**src/rtl/qbs_pkg.sv**
```systemverilog
`timescale 1ns / 1ps
// ----------------------------------------------------------------------------
// qbs_pkg: shared types and constants of the quadratic B-spline segmenter
// Coordinate width, blend weights and the fixed-point constants for the
// divide by the weight scale.
// ----------------------------------------------------------------------------
package qbs_pkg;

  localparam int COORD_BITS  = 16;
  localparam int SCALE       = 1000;
  localparam int HALF_SCALE  = SCALE / 2;
  localparam int STEPS       = 10;
  localparam int STEP_BITS   = $clog2(STEPS);
  localparam int MID_STEP    = STEPS / 2;
  localparam int WB_PEAK     = (3 * SCALE) / 4;
  localparam int WT_UNIT     = SCALE / (2 * STEPS * STEPS);
  localparam int WEIGHT_BITS = $clog2(WB_PEAK + 1);

  // Product, sum and magnitude widths of the blend datapath
  localparam int PROD_BITS   = COORD_BITS + WEIGHT_BITS;
  localparam int SUM_BITS    = PROD_BITS + 2;
  localparam int MAG_BITS    = SUM_BITS - 1;
  // 2^MAG_BITS / SCALE stays below 2^(MAG_BITS - 9) as SCALE exceeds 512
  localparam int RECIP_BITS  = MAG_BITS - 9;
  localparam int QUO_BITS    = RECIP_BITS;
  localparam int RPROD_BITS  = MAG_BITS + RECIP_BITS;
  localparam logic [RECIP_BITS-1:0] RECIP =
    RECIP_BITS'((64'd1 << MAG_BITS) / SCALE);

  typedef struct packed {
    logic signed [COORD_BITS-1:0] point_x;
    logic signed [COORD_BITS-1:0] point_y;
    logic                         last_point;
  } point_t;

  typedef struct packed {
    logic signed [COORD_BITS-1:0] from_x;
    logic signed [COORD_BITS-1:0] from_y;
    logic signed [COORD_BITS-1:0] to_x;
    logic signed [COORD_BITS-1:0] to_y;
    logic                         last_segment;
  } segment_t;

  typedef struct packed {
    logic first_seg;
    logic last_segment;
  } side_t;

  typedef struct packed {
    logic [WEIGHT_BITS-1:0] wa;
    logic [WEIGHT_BITS-1:0] wb;
    logic [WEIGHT_BITS-1:0] wc;
  } weights_t;

  typedef enum logic [1:0] {
    HELD_NONE = 2'd0,
    HELD_ONE  = 2'd1,
    HELD_MANY = 2'd2
  } held_t;

  // Blend weights of segment j; they sum to SCALE for every valid step
  function automatic weights_t seg_weights(input logic [STEP_BITS-1:0] j);
    int       k;
    weights_t w;
    k    = int'(j);
    w.wc = WEIGHT_BITS'(WT_UNIT * k * k);
    w.wb = WEIGHT_BITS'(WB_PEAK - 2 * WT_UNIT * (k - MID_STEP) * (k - MID_STEP));
    w.wa = WEIGHT_BITS'(WT_UNIT * (k - STEPS) * (k - STEPS));
    return w;
  endfunction

endpackage

```
**src/rtl/qbs_blend.sv**
```systemverilog
`timescale 1ns / 1ps
// ----------------------------------------------------------------------------
// qbs_blend: weighted blend of three coordinates, divided by the scale
// Three register stages: products, rounded sum as sign and magnitude,
// reciprocal quotient; the final correction and sign are combinational.
// ----------------------------------------------------------------------------
module qbs_blend (
  input  logic                                  clk,
  input  logic                                  en,
  input  logic [qbs_pkg::STEP_BITS-1:0]         step,
  input  logic signed [qbs_pkg::COORD_BITS-1:0] a,
  input  logic signed [qbs_pkg::COORD_BITS-1:0] b,
  input  logic signed [qbs_pkg::COORD_BITS-1:0] c,
  output logic signed [qbs_pkg::COORD_BITS-1:0] curve
);
  import qbs_pkg::*;

  weights_t                     w;
  logic signed [PROD_BITS-1:0]  prod_a;
  logic signed [PROD_BITS-1:0]  prod_b;
  logic signed [PROD_BITS-1:0]  prod_c;
  logic signed [SUM_BITS-1:0]   sum;
  logic [MAG_BITS-1:0]          mag;
  logic                         neg;
  logic [MAG_BITS-1:0]          mag_q;
  logic                         neg_q;
  logic [RPROD_BITS-1:0]        recip_prod;
  logic [QUO_BITS-1:0]          quo;
  logic [MAG_BITS-1:0]          rem;
  logic [QUO_BITS-1:0]          quo_fix;

  assign w = seg_weights(step);

  assign sum = SUM_BITS'(prod_a) + SUM_BITS'(prod_b) + SUM_BITS'(prod_c)
             + SUM_BITS'(HALF_SCALE);

  assign recip_prod = RPROD_BITS'(mag) * RPROD_BITS'(RECIP);

  // Quotient from the reciprocal is low by at most one
  assign rem     = mag_q - MAG_BITS'(quo) * MAG_BITS'(SCALE);
  assign quo_fix = quo + QUO_BITS'(rem >= MAG_BITS'(SCALE));
  assign curve   = neg_q ? -COORD_BITS'(quo_fix) : COORD_BITS'(quo_fix);

  always_ff @(posedge clk) begin
    if (en) begin
      prod_a <= PROD_BITS'(a) * PROD_BITS'($signed({1'b0, w.wa}));
      prod_b <= PROD_BITS'(b) * PROD_BITS'($signed({1'b0, w.wb}));
      prod_c <= PROD_BITS'(c) * PROD_BITS'($signed({1'b0, w.wc}));
      neg    <= sum[SUM_BITS-1];
      mag    <= sum[SUM_BITS-1] ? MAG_BITS'(-sum) : MAG_BITS'(sum);
      neg_q  <= neg;
      mag_q  <= mag;
      quo    <= recip_prod[MAG_BITS +: QUO_BITS];
    end
  end

endmodule

```
**src/rtl/quadratic_bspline_segmenter_unit.sv**
```systemverilog
`timescale 1ns / 1ps
// Throughput: one segment per cycle while the sequencer is active, unless
// seg_stall holds the output; the rate is set by the window sequencer issuing
// one step a cycle. A point yields ten segments, the closing point of a stroke
// of two or more points twenty, and an opening point that is not the last none.
// Reset: synchronous, active high; empties the pipeline and closes any stroke.
// ----------------------------------------------------------------------------
// quadratic_bspline_segmenter_unit: quadratic B-spline stroke segmenter
// Turns the control points of a stroke into line segments, ten per window of
// three consecutive points, with the first and last point doubled.
// ----------------------------------------------------------------------------
module quadratic_bspline_segmenter_unit (
  input  logic              clk,
  input  logic              rst,
  input  logic              point_valid,
  output logic              point_stall,
  input  qbs_pkg::point_t   point,
  output logic              seg_valid,
  input  logic              seg_stall,
  output qbs_pkg::segment_t seg
);
  import qbs_pkg::*;

  // Input register: takes an item while the sequencer is still busy
  point_t                       ir_item;
  logic                         ir_valid;
  logic                         take;

  // Window sequencer
  logic                         active;
  logic                         tail;
  logic                         closes;
  logic                         first;
  logic [STEP_BITS-1:0]         step;
  logic                         last_step;
  logic                         seq_free;
  held_t                        points_held;
  logic signed [COORD_BITS-1:0] older_x, older_y;
  logic signed [COORD_BITS-1:0] newer_x, newer_y;
  logic signed [COORD_BITS-1:0] win_ax, win_ay;
  logic signed [COORD_BITS-1:0] win_bx, win_by;
  logic signed [COORD_BITS-1:0] win_cx, win_cy;
  logic signed [COORD_BITS-1:0] start_x, start_y;

  // Pipeline
  logic                         en;
  side_t                        issue_side;
  side_t                        p_side, n_side, q_side;
  logic                         p_valid, n_valid, q_valid;
  logic signed [COORD_BITS-1:0] curve_x, curve_y;
  segment_t                     seg_next;

  // Whole pipeline advances unless a finished segment waits on the output
  assign en = !seg_valid || !seg_stall;

  assign last_step = (step == STEP_BITS'(STEPS - 1));
  // Free when idle or once the final step of the final pending window issues
  assign seq_free  = !active || (last_step && !tail);
  assign take      = ir_valid && en && seq_free;

  assign point_stall = ir_valid && !take;

  always_ff @(posedge clk) begin
    if (rst) begin
      ir_valid <= 1'b0;
    end else if (point_valid && !point_stall) begin
      ir_valid <= 1'b1;
    end else if (take) begin
      ir_valid <= 1'b0;
    end
  end

  always_ff @(posedge clk) begin
    if (point_valid && !point_stall) begin
      ir_item <= point;
    end
  end

  // Sequencer: walk the steps of the current window, then either slide to the
  // closing window (b, c, c) or hand over to the next point
  always_ff @(posedge clk) begin
    if (rst) begin
      active      <= 1'b0;
      tail        <= 1'b0;
      closes      <= 1'b0;
      first       <= 1'b0;
      step        <= '0;
      points_held <= HELD_NONE;
    end else if (en) begin
      if (active) begin
        if (!last_step) begin
          step <= step + STEP_BITS'(1);
        end else if (tail) begin
          win_ax <= win_bx;
          win_ay <= win_by;
          win_bx <= win_cx;
          win_by <= win_cy;
          closes <= 1'b1;
          tail   <= 1'b0;
          first  <= 1'b0;
          step   <= '0;
        end else begin
          active <= 1'b0;
        end
      end
      if (take) begin
        if (points_held == HELD_NONE) begin
          // Opening point: the pen starts here
          older_x <= ir_item.point_x;
          older_y <= ir_item.point_y;
          newer_x <= ir_item.point_x;
          newer_y <= ir_item.point_y;
          start_x <= ir_item.point_x;
          start_y <= ir_item.point_y;
          if (ir_item.last_point) begin
            // Single-point stroke: one window of the point thrice
            active <= 1'b1;
            win_ax <= ir_item.point_x;
            win_ay <= ir_item.point_y;
            win_bx <= ir_item.point_x;
            win_by <= ir_item.point_y;
            win_cx <= ir_item.point_x;
            win_cy <= ir_item.point_y;
            closes <= 1'b1;
            tail   <= 1'b0;
            first  <= 1'b1;
            step   <= '0;
          end else begin
            active      <= 1'b0;
            points_held <= HELD_ONE;
          end
        end else begin
          active      <= 1'b1;
          win_ax      <= older_x;
          win_ay      <= older_y;
          win_bx      <= newer_x;
          win_by      <= newer_y;
          win_cx      <= ir_item.point_x;
          win_cy      <= ir_item.point_y;
          closes      <= 1'b0;
          tail        <= ir_item.last_point;
          first       <= (points_held == HELD_ONE);
          step        <= '0;
          older_x     <= newer_x;
          older_y     <= newer_y;
          newer_x     <= ir_item.point_x;
          newer_y     <= ir_item.point_y;
          points_held <= ir_item.last_point ? HELD_NONE : HELD_MANY;
        end
      end
    end
  end

  // Tag the first step of a stroke (from the start point) and the last one
  assign issue_side.first_seg    = first && (step == '0);
  assign issue_side.last_segment = closes && last_step;

  qbs_blend u_blend_x (
    .clk   (clk),
    .en    (en),
    .step  (step),
    .a     (win_ax),
    .b     (win_bx),
    .c     (win_cx),
    .curve (curve_x)
  );

  qbs_blend u_blend_y (
    .clk   (clk),
    .en    (en),
    .step  (step),
    .a     (win_ay),
    .b     (win_by),
    .c     (win_cy),
    .curve (curve_y)
  );

  // The start point register is rewritten only when a new point is taken, at
  // least nine steps after any first step issued, so it is stable by then.
  // Otherwise the pen is the end of the segment last loaded into seg.
  always_comb begin
    seg_next.to_x         = curve_x;
    seg_next.to_y         = curve_y;
    seg_next.from_x       = q_side.first_seg ? start_x : seg.to_x;
    seg_next.from_y       = q_side.first_seg ? start_y : seg.to_y;
    seg_next.last_segment = q_side.last_segment;
  end

  always_ff @(posedge clk) begin
    if (rst) begin
      p_valid   <= 1'b0;
      n_valid   <= 1'b0;
      q_valid   <= 1'b0;
      seg_valid <= 1'b0;
    end else if (en) begin
      p_valid   <= active;
      n_valid   <= p_valid;
      q_valid   <= n_valid;
      seg_valid <= q_valid;
    end
  end

  always_ff @(posedge clk) begin
    if (en) begin
      p_side <= issue_side;
      n_side <= p_side;
      q_side <= n_side;
      if (q_valid) begin
        seg <= seg_next;
      end
    end
  end

endmodule

```
**config.mk**
```make
export PLATFORM = sky130hd
export DESIGN_NAME = quadratic_bspline_segmenter_unit
export DESIGN_NICKNAME = d
export VERILOG_FILES = /design/src/rtl/qbs_pkg.sv /design/src/rtl/qbs_blend.sv /design/src/rtl/quadratic_bspline_segmenter_unit.sv
export SDC_FILE = /design/constraint.sdc
export NUM_CORES = 2
export LEC_CHECK = 0
export BUFFER_PORTS_ARGS = -buffer_cell sky130_fd_sc_hd__buf_2
export CORE_MARGIN = 4
export CORE_UTILIZATION = 60
export DETAILED_ROUTE_END_ITERATION = 8
export PLACE_DENSITY = 0.77
export SLEW_MARGIN = 30
export SYNTH_ARGS = -nofsm -noshare
export SYNTH_HDL_FRONTEND = slang
export SYNTH_SLANG_ARGS = --single-unit
```
**constraint.sdc**
```tcl
create_clock -name clk -period 16.1 [get_ports clk]
set_input_delay 4.025 -clock clk [delete_from_list [all_inputs] [get_ports clk]]
set_output_delay 4.025 -clock clk [all_outputs]
set_load 0.005 [all_outputs]
```
==> flow_summary.yaml <==
placement:
  io_buffer_count: 103
  place_hpwl_microns: 153500
  place.gp.congestion: 0.9328
  placed_cell_area_sq_um: 83900
yosys:
  synthCells: 8019
  yosys.area.top_type_share_pct: 27.05
  syn_nets: 10340
  synth_edf_count: 592
  ys_warn_count: 0
  yosysSeqAreaShare_pct: 22.22
  syn_area_sq_um: 81350
  synth.top_cells.by_count: "1,748 x inv_1, 1,183 x ha_1, 1,099 x fa_1, 614 x nand2_1, 592 x edfxtp_1"
  synth-main-ff-cell: "edfxtp_1"
  synth.area.top_cells: "fa_1 27%, edfxtp_1 22%, ha_1 18%"
  ys_types: 82
  syn_area_per_cell_sq_um: 10.14
  async_flop_share_pct: 0
  ys_ff_latch: 607
  netlist.top_cell.by_area: "fa_1"
  synth.most_common_cell: "inv_1"
clocking:
  cts-root-buf: "clkbuf_16"
  cts_sinks: 607
  cts_tree: "done"
  post_cts_buffers: 0
  clkTransAtPathRegs_ns: 0.06
  cts_resized: 0
  cts_buffers: 75
  clk_path_buf_depth: 3
  h-tree-depth: 3
  clock_latency_ns: 0.71
  postCtsHoldBufs: 0
critical_path:
  endpoint_kind: "register"
  critPathArrivalTime_ns: 12.24
  critical_path_class: "register to register"
  cp-start-kind: "register"
  critPathMaxStageDelay_ns: 0.76
  path_max_fanout: 32
  slowest_stage: "dfxtp_1"
  cp.required_ns: 16.51
  cpMostUsedCell: "fa_1"
die:
  die_h_microns: 376.2
  coreArea_sq_um: 134100
  start_util_pct: 60.65
  fp-row-count: 134
  die_x_microns: 376.2
  io-pin-count: 104
  die-area_sq_um: 141500
drt:
  drc: 0
  dr_total_vias: 56600
  drt_wl_total_microns: 195100
  antenna_left: 0
  drt-initial-drc-count: 4584
  wl_per_cell_microns: 19.74
  first_pass_iters: 6
  avgViaCountPerCell: 5.725
timing:
  finalSetupViolCount: 0
  fin_worst_skew_ns: 0.04249
  finalSetupTns_ns: 0
  slew_violations: 0
  fin_crit_sh_pct: 73.49
  worstMarginPinSlew_ns: 0.9804
  slew_headroom_pct: 34.64
  hold_viol: 0
  clock.fmax_ghz: 0.08451
  period_minus_slack_ns: 11.83
  rsz0062_at_grt: "false"
final_layout:
  drive_above_1_share_pct: 4.536
  fin_nets: 10370
  syn_to_final_growth_pct: 6.425
  final_area_sq_um: 86570
  utilization_pct: 64.54
hold_path:
  min_path_type: "register to register"
grt:
  first_global_vias: 59300
  track_usage_pct: 28.36
  grt_start_max_net_pins: 97
  antenna_found_initial: 12
  grt_pass1_wl_microns: 316800
  grt_overflow: 0
flow_run:
  max-cap-violations: 0
status:
  status: "finished clean"
==> final cells by class <==
cell class	count	area, sq um
multi-input combinational	5476	56210
fill	10470	47560
sequential	607	18080
inverter	1751	6580
tap	1768	2212
clock buffer	82	1903
timing repair buffer	144	867.1
clock inverter	53	710.7
antenna	5	12.51
==> worst max-delay path, delay by kind of cell, from the launching register on <==
kind / cells / cell delay, ns
buffers and inverters: 7 / 1.07
DFF: 1 / 0.76
and+or+nand+nor: 3 / 0.61
adders and majority gates: 14 / 5.70
AOI/OAI and AO/OA: 11 / 2.37
xor gates and xnor gates: 5 / 1.01
==> per-stage QoR <==
step	setup WS [ns]	std cells	hold slack, ns
finish	4.267	9886	0.4276
global route	3.472	9884	0.4282
CTS	3.869	9880	0.4246
detailed placement	3.939	9745	0.4118
global placement	4.095	9744	0.4145
floorplan	0.6669	8019	0.4003
==> sequential cells by signal, indices dropped and copies added, names as in the netlist, 18 cells and up <==
signal            count
u_blend_y.prod_b     25
u_blend_x.prod_a     26
u_blend_x.mag        27
ir_item              33
u_blend_x.prod_b     25
u_blend_y.mag        27
u_blend_y.mag_q      24
u_blend_y.prod_c     26
u_blend_x.prod_c     26
u_blend_x.mag_q      24
u_blend_x.quo        18
seg                  65
u_blend_y.prod_a     26
u_blend_y.quo        18
==> path summary, 6_finish.rpt <==
check,startpoint,end,slack (ns),cells after the start
min reg2reg,p_side[1]$_DFFE_PN_,n_side[1]$_DFFE_PN_,0.43,0
min,p_side[1]$_DFFE_PN_,n_side[1]$_DFFE_PN_,0.43,0
max reg2reg,step[1]$_SDFFE_PP0N_,u_blend_x.prod_b[25]$_DFFE_PN_,4.27,40
max,step[1]$_SDFFE_PP0N_,u_blend_x.prod_b[25]$_DFFE_PN_,4.27,40
==> routing by layer <==
layer	vias to the layer above	wire [microns]	global-route usage [%]
li1	25750	-	-
met1	28230	80510	39.45
met2	2226	89140	45.07
met3	391	18500	5.528
met4	2	6958	9.281
met5	-	13	0
==> cell usage in the layout, fill, tap and decap left out, types with 75 or more instances in the layout <==
| cell | n |
|---|---|
| a21o_1 | 103 |
| a21oi_1 | 230 |
| and2_1 | 506 |
| buf_2 | 103 |
| clkbuf_16 | 75 |
| edfxtp_1 | 592 |
| fa_1 | 1097 |
| ha_1 | 1181 |
| inv_1 | 1747 |
| nand2_1 | 613 |
| nand2b_1 | 100 |
| nor2_1 | 299 |
| o21ai_0 | 151 |
| xnor2_1 | 316 |
| xor2_1 | 117 |
==> cells by family (layout without fill, tap and decap cells) <==
kind of cell             Yosys count  after routing  share of synthesized area (%)
other                              0              5                              0
XOR/XNOR                         449            449                          4.857
flip-flops                       607            607                          22.22
AO/OA/AOI/OAI                    889            889                          7.191
multiplexers                      39             39                         0.5337
adder cells (fa/ha/maj)         2282           2282                          45.24
buffers and inverters           1936           2030                          8.946
AND/OR/NAND/NOR                 1817           1817                          11.01
Power is left out: the tool's default activity adds up to more than one toggle a clock period on the data nets, which glitch-free logic cannot reach.
